File: src/hw/rtl/xis_pkg.sv
// Types, constants and the generator step for the index shuffle.
`default_nettype none

package xis_pkg;

  localparam int MAX_ITEMS_DEF = 64;
  localparam logic [31:0] DEFAULT_SEED = 32'd2463534242;
  localparam int SHL_A = 13;
  localparam int SHR_B = 17;
  localparam int SHL_C = 5;

  typedef struct packed {
    logic [31:0] seed;
    logic [6:0]  count;
  } in_t;

  typedef struct packed {
    logic [5:0] position;
    logic [5:0] index_value;
    logic       last;
  } out_t;

  typedef struct packed {
    logic        start;
    logic [31:0] dividend;
    logic [6:0]  divisor;
  } mod_req_t;

  typedef struct packed {
    logic       done;
    logic [6:0] rem;
  } mod_rsp_t;

  function automatic logic [31:0] xorshift(input logic [31:0] w);
    logic [31:0] x;
    x = w;
    x = x ^ (x << SHL_A);
    x = x ^ (x >> SHR_B);
    x = x ^ (x << SHL_C);
    return x;
  endfunction

endpackage

`default_nettype wire

File: src/hw/rtl/xis_mod.sv
// Iterative remainder unit: 32-bit word modulo a 7-bit divisor, two bits a cycle.
`default_nettype none

module xis_mod (
  input  wire logic             clk,
  input  wire logic             rst_n,
  input  wire xis_pkg::mod_req_t req,
  output xis_pkg::mod_rsp_t     rsp
);

  logic        busy_r, busy_nxt;
  logic        done_r, done_nxt;
  logic [3:0]  step_r, step_nxt;
  logic [31:0] dvd_r, dvd_nxt;
  logic [6:0]  div_r, div_nxt;
  logic [6:0]  rem_r, rem_nxt;
  logic [6:0]  r1, r2;

  always_comb begin
    // remainder stays below the divisor (at most 64), so six bits carry it
    r1 = {rem_r[5:0], dvd_r[31]};
    if (r1 >= div_r) begin
      r1 = r1 - div_r;
    end
    r2 = {r1[5:0], dvd_r[30]};
    if (r2 >= div_r) begin
      r2 = r2 - div_r;
    end
  end

  always_comb begin
    busy_nxt = busy_r;
    done_nxt = 1'b0;
    step_nxt = step_r;
    dvd_nxt  = dvd_r;
    div_nxt  = div_r;
    rem_nxt  = rem_r;
    if (req.start) begin
      busy_nxt = 1'b1;
      step_nxt = '0;
      dvd_nxt  = req.dividend;
      div_nxt  = req.divisor;
      rem_nxt  = '0;
    end else if (busy_r) begin
      rem_nxt  = r2;
      dvd_nxt  = {dvd_r[29:0], 2'b00};
      step_nxt = step_r + 4'd1;
      if (step_r == 4'd15) begin
        busy_nxt = 1'b0;
        done_nxt = 1'b1;
      end
    end
  end

  always_ff @(posedge clk) begin
    if (!rst_n) begin
      busy_r <= 1'b0;
      done_r <= 1'b0;
    end else begin
      busy_r <= busy_nxt;
      done_r <= done_nxt;
    end
  end

  always_ff @(posedge clk) begin
    step_r <= step_nxt;
    dvd_r  <= dvd_nxt;
    div_r  <= div_nxt;
    rem_r  <= rem_nxt;
  end

  assign rsp.done = done_r;
  assign rsp.rem  = rem_r;

endmodule

`default_nettype wire

File: src/hw/rtl/xorshift_index_shuffle.sv
// Random index permutation: xorshift32 generator driving a Fisher-Yates shuffle.
//
// Input channel (in_valid/in_ready/in_data): one word holds a seed and a count.
// A zero seed loads the default seed; a count above MAX_ITEMS saturates to it;
// a zero count reloads the generator and yields no results.
// Result channel (out_valid/out_ready/out_data): count words, positions 0 up to
// count-1 in order, each with the original index now at that position; last
// marks the final word.
// One word is worked on at a time. Per input word:
//   the index memory is filled with the identity,
//   then count-1 swaps are made, each paced by the remainder unit,
//   which resolves two bits of the 32-bit draw each cycle,
//   plus the read, read, write, write sequence on the index memory;
//   each result word then takes a memory read, then an output register load.
// in_ready is high only when idle; the last result may still sit in the
// output register while the next word is taken. When the receiver stalls the
// output register holds and emission pauses. Reset returns to idle with no
// result pending and the generator at its default seed; the index memory
// is not cleared.
`default_nettype none

module xorshift_index_shuffle #(
  parameter int MAX_ITEMS = xis_pkg::MAX_ITEMS_DEF
) (
  input  wire logic         clk,
  input  wire logic         rst_n,
  input  wire logic         in_valid,
  output logic              in_ready,
  input  wire xis_pkg::in_t in_data,
  output logic              out_valid,
  input  wire logic         out_ready,
  output xis_pkg::out_t     out_data
);

  localparam int AW = $clog2(MAX_ITEMS);

  localparam logic [3:0] S_IDLE = 4'd0;
  localparam logic [3:0] S_FILL = 4'd1;
  localparam logic [3:0] S_DRAW = 4'd2;
  localparam logic [3:0] S_DIV  = 4'd3;
  localparam logic [3:0] S_RDJ  = 4'd4;
  localparam logic [3:0] S_SWAP = 4'd5;
  localparam logic [3:0] S_WRJ  = 4'd6;
  localparam logic [3:0] S_ERD  = 4'd7;
  localparam logic [3:0] S_EOUT = 4'd8;

  logic [3:0]    state_r, state_nxt;
  logic [AW-1:0] p_r, p_nxt;
  logic [AW-1:0] j_r, j_nxt;
  logic [6:0]    cnt_r, cnt_nxt;
  logic [31:0]   gen_r, gen_nxt;
  logic [5:0]    tp_r, tp_nxt;
  logic          out_valid_r, out_valid_nxt;
  xis_pkg::out_t out_data_r, out_data_nxt;

  logic [5:0]    mem [MAX_ITEMS];
  logic [5:0]    rd_data_r;
  logic          wr_en, rd_en;
  logic [AW-1:0] wr_addr, rd_addr;
  logic [5:0]    wr_data;

  logic [31:0]   draw_word;
  logic [6:0]    count_sat;
  logic          at_last;
  xis_pkg::mod_req_t mod_req;
  xis_pkg::mod_rsp_t mod_rsp;

  xis_mod u_mod (
    .clk   (clk),
    .rst_n (rst_n),
    .req   (mod_req),
    .rsp   (mod_rsp)
  );

  assign draw_word = xis_pkg::xorshift(gen_r);
  assign count_sat = (in_data.count > 7'(MAX_ITEMS)) ? 7'(MAX_ITEMS) : in_data.count;
  assign at_last   = (7'(p_r) == (cnt_r - 7'd1));

  always_comb begin
    state_nxt     = state_r;
    p_nxt         = p_r;
    j_nxt         = j_r;
    cnt_nxt       = cnt_r;
    gen_nxt       = gen_r;
    tp_nxt        = tp_r;
    out_valid_nxt = out_valid_r;
    out_data_nxt  = out_data_r;
    wr_en         = 1'b0;
    wr_addr       = p_r;
    wr_data       = 6'(p_r);
    rd_en         = 1'b0;
    rd_addr       = p_r;
    mod_req.start    = 1'b0;
    mod_req.dividend = draw_word;
    mod_req.divisor  = 7'(p_r) + 7'd1;

    if (out_valid_r && out_ready) begin
      out_valid_nxt = 1'b0;
    end

    // the swap steps run strictly one after another, so no read ever
    // overlaps a pending write to the same entry
    unique case (state_r)
      S_IDLE: begin
        if (in_valid) begin
          gen_nxt = (in_data.seed != 32'd0) ? in_data.seed : xis_pkg::DEFAULT_SEED;
          cnt_nxt = count_sat;
          p_nxt   = '0;
          if (count_sat != 7'd0) begin
            state_nxt = S_FILL;
          end
        end
      end
      S_FILL: begin
        wr_en = 1'b1;
        if (at_last) begin
          if (p_r == '0) begin
            state_nxt = S_ERD;
          end else begin
            state_nxt = S_DRAW;
          end
        end else begin
          p_nxt = p_r + 1'b1;
        end
      end
      S_DRAW: begin
        gen_nxt       = draw_word;
        mod_req.start = 1'b1;
        state_nxt     = S_DIV;
      end
      S_DIV: begin
        if (mod_rsp.done) begin
          j_nxt     = mod_rsp.rem[AW-1:0];
          rd_en     = 1'b1;
          rd_addr   = p_r;
          state_nxt = S_RDJ;
        end
      end
      S_RDJ: begin
        tp_nxt    = rd_data_r;
        rd_en     = 1'b1;
        rd_addr   = j_r;
        state_nxt = S_SWAP;
      end
      S_SWAP: begin
        wr_en     = 1'b1;
        wr_addr   = p_r;
        wr_data   = rd_data_r;
        state_nxt = S_WRJ;
      end
      S_WRJ: begin
        wr_en   = 1'b1;
        wr_addr = j_r;
        wr_data = tp_r;
        if (p_r == AW'(1)) begin
          p_nxt     = '0;
          state_nxt = S_ERD;
        end else begin
          p_nxt     = p_r - 1'b1;
          state_nxt = S_DRAW;
        end
      end
      S_ERD: begin
        rd_en     = 1'b1;
        rd_addr   = p_r;
        state_nxt = S_EOUT;
      end
      S_EOUT: begin
        // hold the fetched index until the output register frees up
        if (!out_valid_r || out_ready) begin
          out_valid_nxt            = 1'b1;
          out_data_nxt.position    = 6'(p_r);
          out_data_nxt.index_value = rd_data_r;
          out_data_nxt.last        = at_last;
          if (at_last) begin
            state_nxt = S_IDLE;
          end else begin
            p_nxt     = p_r + 1'b1;
            state_nxt = S_ERD;
          end
        end
      end
      default: begin
        state_nxt = S_IDLE;
      end
    endcase
  end

  always_ff @(posedge clk) begin
    if (!rst_n) begin
      state_r     <= S_IDLE;
      out_valid_r <= 1'b0;
      gen_r       <= xis_pkg::DEFAULT_SEED;
    end else begin
      state_r     <= state_nxt;
      out_valid_r <= out_valid_nxt;
      gen_r       <= gen_nxt;
    end
  end

  always_ff @(posedge clk) begin
    p_r        <= p_nxt;
    j_r        <= j_nxt;
    cnt_r      <= cnt_nxt;
    tp_r       <= tp_nxt;
    out_data_r <= out_data_nxt;
  end

  always_ff @(posedge clk) begin
    if (wr_en) begin
      mem[wr_addr] <= wr_data;
    end
    if (rd_en) begin
      rd_data_r <= mem[rd_addr];
    end
  end

  assign in_ready  = (state_r == S_IDLE);
  assign out_valid = out_valid_r;
  assign out_data  = out_data_r;

endmodule

`default_nettype wire

File: config.mk
export PLATFORM = sky130hd
export DESIGN_NAME = xorshift_index_shuffle
export DESIGN_NICKNAME = d
export VERILOG_FILES = /design/src/hw/rtl/xis_pkg.sv /design/src/hw/rtl/xis_mod.sv /design/src/hw/rtl/xorshift_index_shuffle.sv
export SDC_FILE = /design/constraint.sdc
export NUM_CORES = 1
export LEC_CHECK = 0
export ABC_AREA = 1
export BUFFER_PORTS_ARGS = -buffer_cell sky130_fd_sc_hd__buf_2
export CAP_MARGIN = 20
export CORE_MARGIN = 2
export CORE_UTILIZATION = 35
export CTS_CLUSTER_DIAMETER = 40
export CTS_CLUSTER_SIZE = 16
export DETAILED_ROUTE_END_ITERATION = 16
export PLACE_DENSITY = 0.56
export SYNTH_ARGS = -nofsm -noshare
export SYNTH_HDL_FRONTEND = slang
export SYNTH_HIERARCHICAL = 1
export SYNTH_SLANG_ARGS = --single-unit
File: constraint.sdc
create_clock -name clk -period 5.4 [get_ports clk]
set_input_delay 1.08 -clock clk [delete_from_list [all_inputs] [get_ports clk]]
set_output_delay 1.08 -clock clk [all_outputs]
set_load 0.02 [all_outputs]
==> impl_metrics.py, run 1 <==
metrics = {
    "outcome": {
        "outcome": "complete, no violations",
    },
    "final_layout": {
        "syn_to_final_growth_pct": 16.4,
        "final_common_cell": "nand2_1",
        "final_layout_size_suffix_gt1_share_pct": 9.10,
        "nets": 2734,
        "diodes": 0,
        "final_cells": 3668,
        "final_core_utilization_pct": 41.3,
        "mostFrequentLayoutCells": "nand2_1 (697), inv_1 (486), edfxtp_1 (467)",
    },
    "routing": {
        "drt_wl_total_mm": 64.0,
        "drc": 0,
        "drtPass1Iterations": 5,
        "avgRoutedWirePerCell_microns": 17.5,
        "vias": 17800,
        "drt_iter0_drc": 1516,
        "avgViaCountPerCell": 4.85,
        "drtAntennaViolNets": 0,
    },
    "critical_path": {
        "end_kind": "flop",
        "critPathKind": "flop to flop",
        "crit_fanout": 103,
        "cp_data_arrival_time_ns": 4.04,
        "cp-start-kind": "flop",
        "cp.required_ns": 5.77,
        "r2r_setup_slack_ns": 1.73,
    },
    "placement": {
        "gp_congestion": 0.866,
        "portBuffers": 57,
        "dp_hpwl_mm": 39.6,
        "dp_cells": 3515,
    },
    "clock_network": {
        "clockBufferDepth": 3,
        "cts_buffers": 82,
        "tritoncts": "built",
        "h-tree-depth": 3,
        "clk_pin_slew_ns": 0.06,
        "worstSkewPairLatency_ns": 0.62,
        "cts_root_buf": "clkbuf_16",
        "clock_sinks": 516,
        "postCtsHoldBufs": 0,
        "postCtsSetupRepairBufs": 0,
        "cts_resized": 0,
    },
    "yosys": {
        "syn-num-nets": 2677,
        "syn_area_per_cell_sq_um": 9.37,
        "synthesis.area_sq_um": 24500,
        "syn_inst": 2613,
        "yosysWarnings": 6,
    },
    "grt": {
        "grt_pass1_vias": 17700,
        "grt_remaining_overflow": 0,
        "grt_max_degree": 104,
        "grt_pass1_wl_mm": 100,
        "antenna_found_initial": 1,
        "grt.total_usage_pct": 18.0,
    },
    "floorplan": {
        "placementRows": 96,
        "dieHeight_microns": 268,
        "start_util_pct": 35.5,
        "die_x_microns": 268,
        "pin_count": 58,
        "core_sq_um": 68900,
        "design.die.area_sq_um": 72100,
    },
    "pwr": {
        "power_leakage_nw": 12.3,
        "ir_drop_mv": 0.368,
        "power_density_nw_per_um2": 580,
    },
    "sta": {
        "fin_skew_ns": 0.0464,
        "relSlewSlack_pct": 27.0,
        "tightest_slew_ns": 1.10,
        "rsz0062_at_grt": "no",
        "period_minus_slack_ns": 3.67,
        "report.final.setup_viol": 0,
        "fin_crit_sh_pct": 68.0,
        "fin_tns_setup_ns": 0,
        "max_freq_ghz": 0.272,
        "hold_viol": 0,
        "drv_slew": 0,
    },
    "flow_run": {
        "drv_cap": 0,
    },
    "min_path": {
        "hold_class": "flop to flop",
    },
}
==> final cells by class <==
class | instances | area, sq um
multi-input combinational | 1497 | 7140
timing repair buffer | 79 | 515
sequential | 516 | 15000
fill | 6738 | 40500
tap | 931 | 1160
clock inverter | 63 | 703
inverter | 494 | 1850
clock buffer | 88 | 2110
==> critical path, cell delays in order (launching register included) <==
cell,delay (ns)
dfxtp_1,0.38
nor2_4,0.20
nand3_1,0.59
nand2_4,0.82
buf_12,0.46
nand2_1,0.14
nand3_1,0.11
nand3_1,0.10
nand3_1,0.13
nand3_1,0.16
nand3_1,0.18
nand2_1,0.06
==> through the flow <==
stage               instance area, sq um  power (mW)  hold slack [ns]  setup WS (ns)
finish                             28500        16.5            0.488           1.73
floorplan                          24500        9.46            0.424           2.25
global placement                   25600        11.2            0.486           1.76
detailed placement                 25600        11.3            0.481           1.74
global route                       28500        17.4            0.509           1.45
CTS                                28400        16.6            0.490           1.74
==> where the power goes <==
part	switching, mW	total (mW)	internal [mW]
Sequential	0.250	5.46	5.21
Clock	2.05	5.26	3.21
Combinational	4.19	5.79	1.61
==> sequential cells by signal (all words and copies together) (netlist names), 4 cells and up <==
signal / flops
u_mod/step_r: 4
u_mod/rem_r: 6
u_mod/dvd_r: 32
u_mod/div_r: 7
state_r: 4
p_r: 6
tp_r: 6
rd_data_r: 6
out_data: 13
mem: 384
gen_r: 32
cnt_r: 7
j_r: 6
==> path summary, 6_finish.rpt <==
kind | cells after the start | endpoint | startpoint
setup reg to reg | 11 | rd_data_r[2] | state_r[0]
setup / recovery | 11 | rd_data_r[2] | state_r[0]
hold reg to reg | 2 | u_mod/rem_r[5] | u_mod/rem_r[5]
hold / removal | 2 | u_mod/rem_r[5] | u_mod/rem_r[5]
==> layer usage <==
layer,wire length [microns],GRT usage [%],vias up
met5,0,0,-
met4,1710,5.71,0
met3,3950,3.19,110
met2,30400,30.1,550
met1,28000,23.8,8535
li1,-,-,8602
Note: power is estimated with default switching activity, not from simulation.
==> run 2: changes to the inputs <==
==> constraint.sdc (replaced) <==
create_clock -name clk -period 3.55 [get_ports clk]
set_input_delay 0.71 -clock clk [delete_from_list [all_inputs] [get_ports clk]]
set_output_delay 0.71 -clock clk [all_outputs]
set_load 0.02 [all_outputs]
==> run 2 against run 1 <==
Hold slack worse by 0.11 ns. Clock-buffer cell count is 6 lower. Critical path depth is 1 lower. Largest cell class unchanged. Clock skew is 0.014 ns lower. Critical endpoint is now mem[8][4]. Power is 53% higher. Global-route usage is 0.44 points higher. Non-clock buffer count is 21 higher. Sequential power is 51% higher. Die area stayed put.
==> impl_metrics.py, run 2 (synthesis results as in run 1) <==
metrics = {
    "outcome": {
        "outcome": "complete, no violations",
    },
    "critical_path": {
        "critPathMostFrequentCell": "nor2_1",
        "crit_fanout": 13,
        "end_kind": "flop",
        "critPathKind": "flop to flop",
        "r2r.worst_path.cells": 10,
        "endpoint": "mem[8][4]",
        "r2r_setup_slack_ns": 0.31,
        "critPathSlowestCell": "nor2_1",
        "startpoint": "state_r[1]",
        "cp.required_ns": 3.80,
        "worstPathCellList": "inv_1 > nor2_1 > nand2_1 > inv_2 > nor2_1 > inv_1 > nor2_1 > inv_1 > nand3_1 > nor2_1",
        "cp-start-kind": "flop",
        "timing.rr.end": "mem[8][4]",
        "reg2reg_from": "state_r[1]",
        "cp_data_arrival_time_ns": 3.48,
        "max_stage_delay_ns": 0.63,
    },
    "final_layout": {
        "largest_register": "mem",
        "nets": 2750,
        "mostFrequentLayoutCells": "nand2_1 (697), inv_1 (486), edfxtp_1 (467)",
        "final_layout_size_suffix_gt1_share_pct": 9.52,
        "diodes": 0,
        "reg.largest.list": "mem: 384 flops, gen_r: 32 flops, u_mod/dvd_r: 32 flops",
        "largest_register_ff_count": 384,
        "syn_to_final_growth_pct": 16.9,
        "final_common_cell": "nand2_1",
    },
    "placement": {
        "dp_hpwl_mm": 42.1,
        "portBuffers": 57,
        "gp_congestion": 0.866,
        "place_ws_ns": 0.356,
    },
    "sta": {
        "relSlewSlack_pct": 39.2,
        "fin_skew_ns": 0.0327,
        "whs_ns": 0.374,
        "fin_tns_setup_ns": 0,
        "period_minus_slack_ns": 3.24,
        "tightest_slew_ns": 0.911,
        "timing.final.ws_setup_ns": 0.314,
        "fin_crit_sh_pct": 91.2,
        "rsz0062_at_grt": "no",
        "report.final.setup_viol": 0,
        "max_freq_ghz": 0.309,
        "hold_viol": 0,
        "drv_slew": 0,
    },
    "floorplan": {
        "design.die.area_sq_um": 72100,
        "die_x_microns": 268,
        "pin_count": 58,
        "placementRows": 96,
        "dieHeight_microns": 268,
        "core_sq_um": 68900,
        "start_util_pct": 35.5,
    },
    "pwr": {
        "power_leakage_nw": 12.4,
        "p_sw_share_pct": 39.5,
        "power_frac_comb_pct": 36.2,
        "seq_power_share_pct": 32.6,
        "p_clk_share_pct": 31.2,
        "power_density_nw_per_um2": 886,
        "p_sw_mw": 10.0,
        "p_total_mw": 25.4,
        "ir_drop_mv": 0.721,
        "p_int_mw": 15.3,
    },
    "clock_network": {
        "clk_pin_slew_ns": 0.06,
        "cts_buffers": 77,
        "tritoncts": "built",
        "h-tree-depth": 3,
        "postCtsHoldBufs": 0,
        "cts_resized": 0,
        "worstSkewPairLatency_ns": 0.61,
        "clock_sinks": 516,
        "clockBufferDepth": 3,
        "cts_root_buf": "clkbuf_16",
        "postCtsSetupRepairBufs": 0,
    },
    "routing": {
        "drtAntennaViolNets": 0,
        "avgRoutedWirePerCell_microns": 17.9,
        "drt_iter0_drc": 1697,
        "avgViaCountPerCell": 4.90,
        "vias": 18000,
        "drtPass1Iterations": 5,
        "drt_wl_total_mm": 65.8,
        "drc": 0,
    },
    "grt": {
        "antenna_found_initial": 0,
        "grt_pass1_vias": 17700,
        "grt_max_degree": 97,
        "grt_remaining_overflow": 0,
        "grt_pass1_wl_mm": 102,
        "grt.total_usage_pct": 18.4,
    },
    "min_path": {
        "hold_class": "input pin to flop",
    },
    "flow_run": {
        "drv_cap": 0,
    },
}
## run 2: changes by cell type in the layout (fill, tap and decap cells not counted), sizes merged
cell      previous run  this run
clkinvlp             9         5
bufinv               6         9
clkbuf              88        82
buf                 79       100
## run 2: worst min path at each step
stage | slack, ns | depth (start not counted) | from | end
floorplan | 0.42 | 0 | p_r[3] | out_data[10]
global placement | 0.49 | 2 | gen_r[28] | gen_r[28]
detailed placement | 0.49 | 2 | gen_r[22] | gen_r[22]
CTS | 0.33 | 1 | in_data[6] | cnt_r[6]
global route | 0.35 | 1 | in_data[6] | cnt_r[6]
finish | 0.37 | 1 | in_data[6] | cnt_r[6]
## run 2: critical path, delay by kind of cell (launching register included)
kind | cells | cell delay [ns]
buffers and inverters | 4 | 0.65
DFF | 1 | 0.46
and+or+nand+nor | 6 | 1.77
## run 2: layout make-up
type / instances / area (sq um)
Fill cell: 6731 / 40300
Sequential cell: 516 / 15000
Multi-Input combinational cell: 1497 / 7140
Clock buffer: 82 / 1970
Inverter: 494 / 1850
Tap cell: 931 / 1160
Clock inverter: 62 / 758
Timing Repair Buffer: 100 / 737
## run 2: power by group through the flow
stage               Combinational (mW)  Clock (mW)  Sequential, mW
global placement                  9.10           0            8.37
CTS                               9.14        8.04            8.26
global route                      10.1        8.30            8.31
finish                            9.17        7.92            8.26
detailed placement                9.12           0            8.38
floorplan                         6.08           0            8.31
## run 2: through the flow
stage / cells / utilization [%] / cell area, sq um
2_1_floorplan: 2613 / - / 24500
3_3_place_gp: 3537 / 37.5 / 25900
3_5_place_dp: 3537 / 37.5 / 25900
4_1_cts: 3681 / 41.5 / 28600
5_1_grt: 3682 / 41.5 / 28600
6_report: 3682 / 41.5 / 28600
## run 2: per-layer routing
metal	vias up	wire (microns)	GRT usage [%]
met5	-	0	0
met4	0	1500	4.80
met3	99	4370	3.43
met2	592	31600	31.3
met1	8705	28400	24.3
li1	8645	-	-
